`src/hdl/rbpc_pkg.sv`:
```
package rbpc_pkg;

    localparam int MAX_CHANNELS_DEF = 32;
    localparam int PULSE_SLOTS_DEF  = 16;

    localparam int ACTION_W = 2;
    localparam int CH_W     = 5;
    localparam int OP_W     = 2;
    localparam int TIME_W   = 32;
    localparam int SEQ_W    = 16;
    localparam int MASK_W   = 32;
    localparam int CNT_W    = 6;

    localparam logic [ACTION_W-1:0] ACT_COMMAND = 2'd0;
    localparam logic [ACTION_W-1:0] ACT_QUERY   = 2'd1;
    localparam logic [ACTION_W-1:0] ACT_TICK    = 2'd2;

    localparam logic [OP_W-1:0] OP_OFF    = 2'd0;
    localparam logic [OP_W-1:0] OP_ON     = 2'd1;
    localparam logic [OP_W-1:0] OP_TOGGLE = 2'd2;
    localparam logic [OP_W-1:0] OP_BAD    = 2'd3;

    typedef struct packed {
        logic              valid;
        logic              alloc;
        logic [MASK_W-1:0] clear_mask;
    } rbpc_link_t;

    typedef struct packed {
        logic              tick;
        logic [CH_W-1:0]   channel;
        logic [TIME_W-1:0] stamp;
    } rbpc_bcast_t;

    typedef struct packed {
        logic              reply_valid;
        logic [SEQ_W-1:0]  reply_seq;
        logic [MASK_W-1:0] relay_mask;
        logic [CNT_W-1:0]  reported_count;
        logic              pulse_dropped;
    } rbpc_rsp_t;

endpackage

```
`src/hdl/rbpc_ifs.sv`:
```
interface rbpc_cmd_if import rbpc_pkg::*; ();
    logic                valid;
    logic                ready;
    logic [ACTION_W-1:0] action;
    logic [CH_W-1:0]     channel;
    logic [OP_W-1:0]     op;
    logic [TIME_W-1:0]   pulse_len_ms;
    logic [TIME_W-1:0]   now_ms;
    logic [SEQ_W-1:0]    request_seq;

    modport source (output valid, action, channel, op, pulse_len_ms, now_ms, request_seq,
                    input ready);
    modport sink   (input valid, action, channel, op, pulse_len_ms, now_ms, request_seq,
                    output ready);
endinterface

interface rbpc_rsp_if import rbpc_pkg::*; ();
    logic              valid;
    logic              ready;
    logic              reply_valid;
    logic [SEQ_W-1:0]  reply_seq;
    logic [MASK_W-1:0] relay_mask;
    logic [CNT_W-1:0]  reported_count;
    logic              pulse_dropped;

    modport source (output valid, reply_valid, reply_seq, relay_mask, reported_count,
                    pulse_dropped, input ready);
    modport sink   (input valid, reply_valid, reply_seq, relay_mask, reported_count,
                    pulse_dropped, output ready);
endinterface

interface rbpc_cfg_if import rbpc_pkg::*; ();
    logic             valid;
    logic             ready;
    logic [CNT_W-1:0] channel_count;

    modport source (output valid, channel_count, input ready);
    modport sink   (input valid, channel_count, output ready);
endinterface

```
`src/hdl/rbpc_cell.sv`:
```
module rbpc_cell import rbpc_pkg::*;
(
    input  logic        clk,
    input  logic        rst_n,
    input  rbpc_bcast_t bcast,
    input  rbpc_link_t  link_in,
    output rbpc_link_t  link_out
);

    logic              used_reg;
    logic              used_next;
    logic [CH_W-1:0]   chan_reg;
    logic [TIME_W-1:0] time_reg;
    rbpc_link_t        link_reg;
    rbpc_link_t        link_next;
    logic              expire;
    logic              take;

    always_comb
    begin
        expire    = link_in.valid && bcast.tick && used_reg && (time_reg <= bcast.stamp);
        take      = link_in.valid && !bcast.tick && link_in.alloc && !used_reg;
        used_next = used_reg;
        link_next = link_in;
        if (expire)
        begin
            used_next            = 1'b0;
            link_next.clear_mask = link_in.clear_mask | (MASK_W'(1) << chan_reg);
        end
        if (take)
        begin
            used_next       = 1'b1;
            link_next.alloc = 1'b0;
        end
    end

    always_ff @(posedge clk or negedge rst_n)
    begin
        if (!rst_n)
        begin
            used_reg <= 1'b0;
            link_reg <= '0;
        end
        else
        begin
            used_reg <= used_next;
            link_reg <= link_next;
        end
    end

    always_ff @(posedge clk)
    begin
        if (take)
        begin
            chan_reg <= bcast.channel;
            time_reg <= bcast.stamp;
        end
    end

    assign link_out = link_reg;

endmodule

```
`src/hdl/relay_bank_pulse_controller_top.sv`:
```
// channel  modport  role
// -------  -------  ---------------------------------------------------------
// cmd      sink     command, query or tick item in
// rsp      source   one result item out per accepted item
// cfg      sink     channel_count write, always ready
//
// Flow: the item token walks the row of slot cells one cell per clock, and the
// next item enters after it leaves.
// Reset: relays off, all slots free, channel_count 32.
// Stalls: a finished result waits in the output register and a hold register;
// the next item is taken while the output waits, not while the hold is full.
module relay_bank_pulse_controller_top import rbpc_pkg::*;
#(
    parameter int MAX_CHANNELS = MAX_CHANNELS_DEF,
    parameter int PULSE_SLOTS  = PULSE_SLOTS_DEF
)
(
    input logic    clk,
    input logic    rst_n,
    rbpc_cmd_if.sink   cmd,
    rbpc_rsp_if.source rsp,
    rbpc_cfg_if.sink   cfg
);

    logic [CNT_W-1:0]  cc_reg;
    logic [MASK_W-1:0] relay_reg;
    logic [MASK_W-1:0] relay_next;
    logic              busy_reg;
    logic              busy_next;
    rbpc_link_t        head_reg;
    rbpc_link_t        head_next;
    rbpc_bcast_t       bcast_reg;
    rbpc_rsp_t         res_reg;
    rbpc_rsp_t         res_next;
    rbpc_rsp_t         out_reg;
    rbpc_rsp_t         out_next;
    logic              out_valid_reg;
    logic              out_valid_next;
    rbpc_rsp_t         hold_reg;
    rbpc_rsp_t         hold_next;
    logic              hold_valid_reg;
    logic              hold_valid_next;

    rbpc_link_t        link [0:PULSE_SLOTS];
    logic [PULSE_SLOTS:0] chain_valid;

    logic              accept;
    logic              out_take;
    logic              done;
    logic [CNT_W-1:0]  eff;
    logic [MASK_W-1:0] low_mask;
    logic              cmd_ok;
    logic              want_pulse;
    logic [MASK_W-1:0] bit_sel;
    logic [MASK_W-1:0] relay_cmd;
    rbpc_rsp_t         fin;

    assign accept   = cmd.valid && cmd.ready;
    assign cmd.ready = !busy_reg && !hold_valid_reg;
    assign cfg.ready = 1'b1;
    assign out_take = out_valid_reg && rsp.ready;

    assign eff      = (cc_reg > CNT_W'(MAX_CHANNELS)) ? CNT_W'(MAX_CHANNELS) : cc_reg;
    assign low_mask = (eff >= CNT_W'(MASK_W)) ? {MASK_W{1'b1}}
                                              : ((MASK_W'(1) << eff) - MASK_W'(1));
    assign bit_sel  = MASK_W'(1) << cmd.channel;
    assign cmd_ok   = (cmd.action == ACT_COMMAND) && ({1'b0, cmd.channel} < eff)
                      && (cmd.op != OP_BAD);
    assign want_pulse = cmd_ok && (cmd.pulse_len_ms != '0) && (cmd.op != OP_OFF);

    always_comb
    begin
        case (cmd.op)
            OP_OFF:    relay_cmd = relay_reg & ~bit_sel;
            OP_ON:     relay_cmd = relay_reg | bit_sel;
            OP_TOGGLE: relay_cmd = relay_reg ^ bit_sel;
            default:   relay_cmd = relay_reg;
        endcase
        if (want_pulse)
        begin
            relay_cmd = relay_cmd | bit_sel;
        end
    end

    assign link[0] = head_reg;

    genvar gi;
    generate
        for (gi = 0; gi < PULSE_SLOTS; gi++)
        begin : g_cell
            rbpc_cell u_cell
            (
                .clk      (clk),
                .rst_n    (rst_n),
                .bcast    (bcast_reg),
                .link_in  (link[gi]),
                .link_out (link[gi+1])
            );
        end
        for (gi = 0; gi <= PULSE_SLOTS; gi++)
        begin : g_valid
            assign chain_valid[gi] = link[gi].valid;
        end
    endgenerate

    assign done = link[PULSE_SLOTS].valid;

    always_comb
    begin
        fin               = res_reg;
        fin.pulse_dropped = link[PULSE_SLOTS].alloc;

        relay_next = relay_reg;
        busy_next  = busy_reg;
        res_next   = res_reg;
        head_next  = '0;

        if (accept)
        begin
            busy_next       = 1'b1;
            head_next.valid = 1'b1;
            head_next.alloc = want_pulse;
            res_next        = '0;
            if (cmd_ok)
            begin
                relay_next              = relay_cmd;
                res_next.reply_valid    = 1'b1;
                res_next.reply_seq      = cmd.request_seq;
                res_next.relay_mask     = relay_cmd & low_mask;
                res_next.reported_count = eff;
            end
            else if (cmd.action == ACT_QUERY)
            begin
                res_next.reply_valid    = 1'b1;
                res_next.reply_seq      = cmd.request_seq;
                res_next.relay_mask     = relay_reg & low_mask;
                res_next.reported_count = eff;
            end
        end

        if (done)
        begin
            busy_next  = 1'b0;
            relay_next = relay_reg & ~link[PULSE_SLOTS].clear_mask;
        end

        out_next        = out_reg;
        out_valid_next  = out_valid_reg;
        hold_next       = hold_reg;
        hold_valid_next = hold_valid_reg;
        if (done)
        begin
            if (!out_valid_reg || out_take)
            begin
                out_next       = fin;
                out_valid_next = 1'b1;
            end
            else
            begin
                hold_next       = fin;
                hold_valid_next = 1'b1;
            end
        end
        else if (out_take)
        begin
            if (hold_valid_reg)
            begin
                out_next        = hold_reg;
                hold_valid_next = 1'b0;
            end
            else
            begin
                out_valid_next = 1'b0;
            end
        end
    end

    always_ff @(posedge clk or negedge rst_n)
    begin
        if (!rst_n)
        begin
            cc_reg         <= CNT_W'(32);
            relay_reg      <= '0;
            busy_reg       <= 1'b0;
            head_reg       <= '0;
            out_valid_reg  <= 1'b0;
            hold_valid_reg <= 1'b0;
        end
        else
        begin
            if (cfg.valid && cfg.ready)
            begin
                cc_reg <= cfg.channel_count;
            end
            relay_reg      <= relay_next;
            busy_reg       <= busy_next;
            head_reg       <= head_next;
            out_valid_reg  <= out_valid_next;
            hold_valid_reg <= hold_valid_next;
        end
    end

    always_ff @(posedge clk)
    begin
        if (accept)
        begin
            bcast_reg.tick    <= (cmd.action == ACT_TICK);
            bcast_reg.channel <= cmd.channel;
            bcast_reg.stamp   <= (cmd.action == ACT_TICK) ? cmd.now_ms
                                                          : cmd.now_ms + cmd.pulse_len_ms;
        end
        res_reg  <= res_next;
        out_reg  <= out_next;
        hold_reg <= hold_next;
    end

    assign rsp.valid          = out_valid_reg;
    assign rsp.reply_valid    = out_reg.reply_valid;
    assign rsp.reply_seq      = out_reg.reply_seq;
    assign rsp.relay_mask     = out_reg.relay_mask;
    assign rsp.reported_count = out_reg.reported_count;
    assign rsp.pulse_dropped  = out_reg.pulse_dropped;

    a_one_token: assert property (@(posedge clk) disable iff (!rst_n)
        $onehot0(chain_valid))
        else $error("more than one item token in the slot chain");

    a_accept_busy: assert property (@(posedge clk) disable iff (!rst_n)
        accept |=> busy_reg && head_reg.valid)
        else $error("accepted item did not enter the slot chain");

    a_token_busy: assert property (@(posedge clk) disable iff (!rst_n)
        done |-> busy_reg)
        else $error("chain token left while idle");

    a_hold_needs_out: assert property (@(posedge clk) disable iff (!rst_n)
        hold_valid_reg |-> out_valid_reg)
        else $error("hold register full with output register empty");

endmodule
```
`src/flat_wrapper.sv`:
```
// flat-port wrapper written by rule: the top's interface ports become plain ports
module relay_bank_pulse_controller_top_flat import rbpc_pkg::*;
#(
    parameter int MAX_CHANNELS = MAX_CHANNELS_DEF,
    parameter int PULSE_SLOTS  = PULSE_SLOTS_DEF
)
  (clk, rst_n, cmd_valid, cmd_action, cmd_channel, cmd_op, cmd_pulse_len_ms, cmd_now_ms, cmd_request_seq, cmd_ready, rsp_valid, rsp_reply_valid, rsp_reply_seq, rsp_relay_mask, rsp_reported_count, rsp_pulse_dropped, rsp_ready, cfg_valid, cfg_channel_count, cfg_ready);
  rbpc_cmd_if cmd_i ();
  rbpc_rsp_if rsp_i ();
  rbpc_cfg_if cfg_i ();
  input logic clk;
  input logic rst_n;
  input wire logic [$bits(cmd_i.valid)-1:0] cmd_valid;
  input wire logic [$bits(cmd_i.action)-1:0] cmd_action;
  input wire logic [$bits(cmd_i.channel)-1:0] cmd_channel;
  input wire logic [$bits(cmd_i.op)-1:0] cmd_op;
  input wire logic [$bits(cmd_i.pulse_len_ms)-1:0] cmd_pulse_len_ms;
  input wire logic [$bits(cmd_i.now_ms)-1:0] cmd_now_ms;
  input wire logic [$bits(cmd_i.request_seq)-1:0] cmd_request_seq;
  output wire logic [$bits(cmd_i.ready)-1:0] cmd_ready;
  output wire logic [$bits(rsp_i.valid)-1:0] rsp_valid;
  output wire logic [$bits(rsp_i.reply_valid)-1:0] rsp_reply_valid;
  output wire logic [$bits(rsp_i.reply_seq)-1:0] rsp_reply_seq;
  output wire logic [$bits(rsp_i.relay_mask)-1:0] rsp_relay_mask;
  output wire logic [$bits(rsp_i.reported_count)-1:0] rsp_reported_count;
  output wire logic [$bits(rsp_i.pulse_dropped)-1:0] rsp_pulse_dropped;
  input wire logic [$bits(rsp_i.ready)-1:0] rsp_ready;
  input wire logic [$bits(cfg_i.valid)-1:0] cfg_valid;
  input wire logic [$bits(cfg_i.channel_count)-1:0] cfg_channel_count;
  output wire logic [$bits(cfg_i.ready)-1:0] cfg_ready;
  assign cmd_i.valid = cmd_valid;
  assign cmd_i.action = cmd_action;
  assign cmd_i.channel = cmd_channel;
  assign cmd_i.op = cmd_op;
  assign cmd_i.pulse_len_ms = cmd_pulse_len_ms;
  assign cmd_i.now_ms = cmd_now_ms;
  assign cmd_i.request_seq = cmd_request_seq;
  assign cmd_ready = cmd_i.ready;
  assign rsp_valid = rsp_i.valid;
  assign rsp_reply_valid = rsp_i.reply_valid;
  assign rsp_reply_seq = rsp_i.reply_seq;
  assign rsp_relay_mask = rsp_i.relay_mask;
  assign rsp_reported_count = rsp_i.reported_count;
  assign rsp_pulse_dropped = rsp_i.pulse_dropped;
  assign rsp_i.ready = rsp_ready;
  assign cfg_i.valid = cfg_valid;
  assign cfg_i.channel_count = cfg_channel_count;
  assign cfg_ready = cfg_i.ready;
  relay_bank_pulse_controller_top #(.MAX_CHANNELS(MAX_CHANNELS), .PULSE_SLOTS(PULSE_SLOTS)) u_core (.clk(clk), .rst_n(rst_n), .cmd(cmd_i), .rsp(rsp_i), .cfg(cfg_i));
endmodule
```
`config.mk`:
```
export PLATFORM = sky130hd
export DESIGN_NAME = relay_bank_pulse_controller_top_flat
export DESIGN_NICKNAME = d
export VERILOG_FILES = /design/src/hdl/rbpc_pkg.sv /design/src/hdl/rbpc_ifs.sv /design/src/hdl/rbpc_cell.sv /design/src/hdl/relay_bank_pulse_controller_top.sv /design/src/flat_wrapper.sv
export SDC_FILE = /design/constraint.sdc
export NUM_CORES = 2
export LEC_CHECK = 0
export BUFFER_PORTS_ARGS = -buffer_cell sky130_fd_sc_hd__buf_4
export CAP_MARGIN = 20
export CORE_MARGIN = 2
export CORE_UTILIZATION = 40
export CTS_BUF_LIST = sky130_fd_sc_hd__clkbuf_16
export DETAILED_ROUTE_END_ITERATION = 8
export SETUP_SLACK_MARGIN = 0.3
export SYNTH_ARGS = -nofsm -noshare
export SYNTH_HDL_FRONTEND = slang
export SYNTH_SLANG_ARGS = --single-unit
```
`constraint.sdc`:
```
create_clock -name clk -period 4.1 [get_ports clk]
set_input_delay 0.82 -clock clk [delete_from_list [all_inputs] [get_ports clk]]
set_output_delay 0.82 -clock clk [all_outputs]
set_load 0.005 [all_outputs]
```
Word-level counts from Yosys, hierarchy flattened
Index checks and enable logic that the tools add are counted.
Widths: inputs -> output; s select.
Storage, ports and cells
  register bits after elaboration: 1400
  output and inout bits: 59
  word-level logic and storage cells: 433
  input bits: 100
Cells by class
  bitwise gates (word level): 25
  shift operators: 18
  mux-type cells: 88
  magnitude comparators: 19
  reduce and logical (&&, ||, !) cells: 153
  equality and inequality tests: 8
  add/subtract/negate cells: 2
Operator list (number)
  $mux 32: 22
  $or 32x32->32: 17
  $shl 1x5->32 const A: 17
  $le 32x32->1: 16
  $mux 56: 4
  $and 32x32->32: 4
  $logic_and 1x1->1: 103
  $pmux 32 s3: 1
  $not 32->32: 2
  $mux 1: 57
  $mux 55: 1
  $mux 54: 1
  $reduce_bool 2->1: 21
  $add 32x32->32: 1
  $reduce_bool 32->1: 1
  $shl 1x6->32 const A: 1
  $sub 32x1->32 const B: 1
  $xor 32x32->32: 1
  $logic_not 1->1: 20
  $ge 6x6->1 const B: 1
  $gt 6x6->1 const B: 1
  $lt 5x6->1: 1
  $mux 6: 1
  $ne 2x2->1 const B: 3
  other kinds (9): 15

Depth between registers and ports, before layout
  word-level depth: 11
  depth in mapped cells: 15
  depth with buffers taken out: 12

Modules after synthesis
Synthesis repeated with hierarchy kept, for this count alone.
Unflattened totals
  cells, all modules: 5845
  area, all modules: 68972.4 µm²
Modules (own cells, without submodules)
  rbpc_cell at u_core.g_cell[0].u_cell ...: cells an instance 284, area an instance 3395.8 µm², times used 15, seq. area each 1986.9 µm²
  relay_bank_pulse_controller_top: cells an instance 1275, area an instance 14340.0 µm², times used 1, seq. area each 7233.2 µm²
  rbpc_cell at u_core.g_cell[15].u_cell: cells an instance 310, area an instance 3696.0 µm², times used 1, seq. area each 1986.9 µm²

Worst setup path before layout
Ideal clock, no wire load.
  path kind: register to register
  start: reg u_core.bcast_reg[37] (netlist bit)
  end: reg u_core.g_cell[0].u_cell.chan_reg[0], enable pin
  stages on the path, launching flop included: 5
  library setup time: 0.482 ns
  buffers on the path: 3
  required time: 3.618 ns
  setup slack: 0.007 ns
  arrival: 3.611 ns
  period minus slack after synthesis: 4.093 ns
  path through: edfxtp_1 > clkbuf_1 > clkbuf_1 > clkbuf_1 > nor3_1
Between the ends
  word-level cells in the longest chain between the ends: 4
RTL lines
  start: declaration: line relay_bank_pulse_controller_top.sv:32  | rbpc_bcast_t bcast_reg;
  $logic_not 1->1: line rbpc_cell.sv:22  | take = link_in.valid && !bcast.tick && link_in.alloc && !used_reg;
  $logic_and 1x1->1 (3 in a row): line rbpc_cell.sv:22
  named net u_core.g_cell[0].u_cell.take: line rbpc_cell.sv:17  | logic take;
  end signal: assignment: line rbpc_cell.sv:55  | chan_reg <= bcast.channel;
  end: declaration: line rbpc_cell.sv:12  | logic [CH_W-1:0] chan_reg;
The timed path passes the listed nets, and every way through them passes these cells.
A chain may end at the register's enable or synchronous reset.

==> impl_metrics.ini <==
[status]
status = completed

[synthesis]
ys_types = 86
ys.flop_type = edfxtp_1
yosysMostFrequentCell = edfxtp_1
syn_area_mm2 = 0.0639
syn_inst = 4724
avgSynthCellArea_um2 = 13.5
synth.yosys.seq_area_share = 0.610
ys_ff_latch = 1400
yosys-top-cells-area = edfxtp_1 37%, dfrtp_1 24%, ha_1 12%, a31o_2 3.6%, a21o_1 2.7%
synth_enable_flop_cells = 797
async_reset_ff_frac = 0.431
synth_fp_nets = 5437
synth_common_cells = 797 x edfxtp_1, 612 x ha_1, 602 x dfrtp_1
ys.warnings.count = 0
synth_top_area_share = 0.374
synth_top_area_cell = edfxtp_1

[grt]
grt_pass1_wl_um = 250000
grt_pass1_vias = 41200
gr-total-overflow = 0
grt_max_degree = 78
antenna_found_initial = 5
grtUsageTotal = 0.200

[timing]
setup_viol = 0
relSlewSlack = 0.304
min_period_over_period = 0.889
setup-tns-final_ps = 0
fmax_ghz = 0.274
layout_setup_ws_ps = 455
worst_pin_slew_ps = 1040
finalMaxSlewViolations = 0
fin_crit_ps = 3650
hold_viol = 0
rsz0062_at_grt = no
finClkSkew_ps = 48.1

[detailed_routing]
dr_total_vias = 40300
drt_iter0_drc = 3097
drc = 0
post_drt_wl_per_cell_um = 22.4
vias_per_cell = 5.54
routed_wl_um = 163000
firstDrtPassIters = 8
ant_nets = 0

[power_and_ir_drop]
p_switching_mw = 9.63
p_int_mw = 25.0
switching_share = 0.278
sequentialPowerShare = 0.469
pwr-share-comb = 0.164
ir_drop_mv = 0.404
finalPower_mw = 34.7
clkPwrFrac = 0.368
pwr_density_cell_mw_per_mm2 = 471
p_leak_nw = 32.0

[place]
place_inst = 6990
dp_hpwl_um = 114000
io_buffers = 157
post-place-ws_ps = 303
gp_congestion = 0.880

[clock_tree]
root_buffer = clkbuf_16
clkSinkCount = 1400
clkTransAtPathRegs_ps = 60
clockBufferDepth = 3
cts-hold-fix-buffers = 0
cts_tree = done
h-tree-depth = 4
clock_latency_ps = 790
cts_made_buffers = 145

[floorplanning]
start_util = 0.403
chipHeight_um = 404
dieArea_mm2 = 0.163
core_mm2 = 0.159
die-width_um = 404
core.rowCount = 146
ioPinCount = 159

[worst_setup_path]
start_kind = register
path_class = reg2reg
crit_path_max_fanout = 8
crit_arrival_ps = 4350
crit_path_end_kind = register
worstPathRequired_ps = 4810

[finish]
largest_reg_flops = 544
final_layout_size_suffix_gt1_frac = 0.186
area_growth_pct = 15.0
fin_cells = 7266
finalNetCount = 5785

[run]
cap_violations = 0

[worst_hold_path]
hold_class = in2async
[timing repair]
item	in CTS	in global routing
setup buffers	0	4
pin swaps	0	1
resized for setup	1	3
setup endpoints to repair	9	44
[critical path: stages, from the launching register on]
cell	delay, ps
edfxtp_1	390
inv_1	270
ha_1	320
a21o_1	160
a21o_1	170
a21oi_1	230
o21ai_0	350
a221oi_1	400
a21oi_1	70
a311oi_1	260
buf_4	250
or3b_2	560
nor2_1	130
[metrics by stage]
stage,hold WS (ps),area [µm²],utilization
after global placement,388,68900,0.434
after floorplan,352,64000,-
after CTS,19.0,73500,0.463
after detailed placement,395,68900,0.434
after global routing,57.2,73500,0.464
final,45.8,73500,0.464
[cells by family after synthesis]
kind of cell,share of synthesized area
other,0.0000586
adder cells (fa/ha/maj),0.120
flip-flops,0.610
multiplexers,0.0227
AND/OR/NAND/NOR,0.0833
buffers and inverters,0.0181
AO/OA/AOI/OAI,0.142
XOR/XNOR,0.00370
[layout make-up]
| cell class | count | area (µm²) |
|---|---|---|
| Fill cell | 14100 | 85000 |
| Sequential cell | 1400 | 39000 |
| Multi-Input combinational cell | 3023 | 24000 |
| Clock buffer | 148 | 3700 |
| Timing Repair Buffer | 341 | 2730 |
| Tap cell | 2072 | 2590 |
| Clock inverter | 120 | 907 |
| Inverter | 161 | 607 |
| Antenna cell | 1 | 2.50 |
[path summary, 6_finish.rpt]
path | startpoint | to | slack, ps | cells after the start
max reg2reg | u_core.bcast_reg[9]$_DFFE_PP_ | u_core.g_cell[0].u_cell.link_out[3]$_DFF_PN0_ | 450 | 12
max in group asynchronous | rst_n | u_core.g_cell[10].u_cell.link_out[30]$_DFF_PN0_ | 3000 | 2
min | rst_n | u_core.g_cell[4].u_cell.link_out[5]$_DFF_PN0_ | 50 | 1
min in group clk | cfg_valid | u_core.cc_reg[5]$_DFFE_PN1P_ | 280 | 2
min reg2reg | u_core.g_cell[2].u_cell.link_out[33]$_DFF_PN0_ | u_core.g_cell[3].u_cell.link_out[33]$_DFF_PN0_ | 420 | 0
max | u_core.bcast_reg[9]$_DFFE_PP_ | u_core.g_cell[0].u_cell.link_out[3]$_DFF_PN0_ | 450 | 12
[placed cells by master, fill, tap and decap left out, types with 23 or more instances in the layout]
master / n
and2_1: 33
a21o_1: 231
nor2b_1: 82
clkbuf_16: 148
edfxtp_1: 797
dfrtp_1: 601
o21a_1: 50
a31o_2: 262
nand2_1: 226
nor2_1: 230
nand2b_1: 36
inv_1: 189
ha_1: 612
o21ai_0: 153
mux4_2: 32
buf_4: 324
nor4_1: 23
a41o_1: 38
clkinv_1: 39
a21oi_1: 234
nand4_1: 114
nand3_1: 71
o21bai_1: 110
nor3_1: 60
mux2_2: 63
[power by group through the flow]
stage          sequential, mW  clock, mW  combinational (mW)
6_report                 16.2       12.8                5.67
5_1_grt                  16.3       13.6                6.29
4_1_cts                  16.2       13.0                5.68
3_5_place_dp             16.5          0                5.64
3_3_place_gp             16.5          0                5.52
2_1_floorplan            16.5          0                3.16
[per-layer routing]
| metal | vias up | part of all wire | track usage | routed length (µm) |
|---|---|---|---|---|
| li1 | 18800 | - | - | - |
| met1 | 20100 | 0.44 | 0.268 | 71700 |
| met2 | 1084 | 0.48 | 0.336 | 78400 |
| met3 | 287 | 0.051 | 0.0282 | 8270 |
| met4 | 0 | 0.028 | 0.0642 | 4610 |
| met5 | - | 0 | 0 | 0 |
Note: power is estimated with default switching activity, not from simulation.
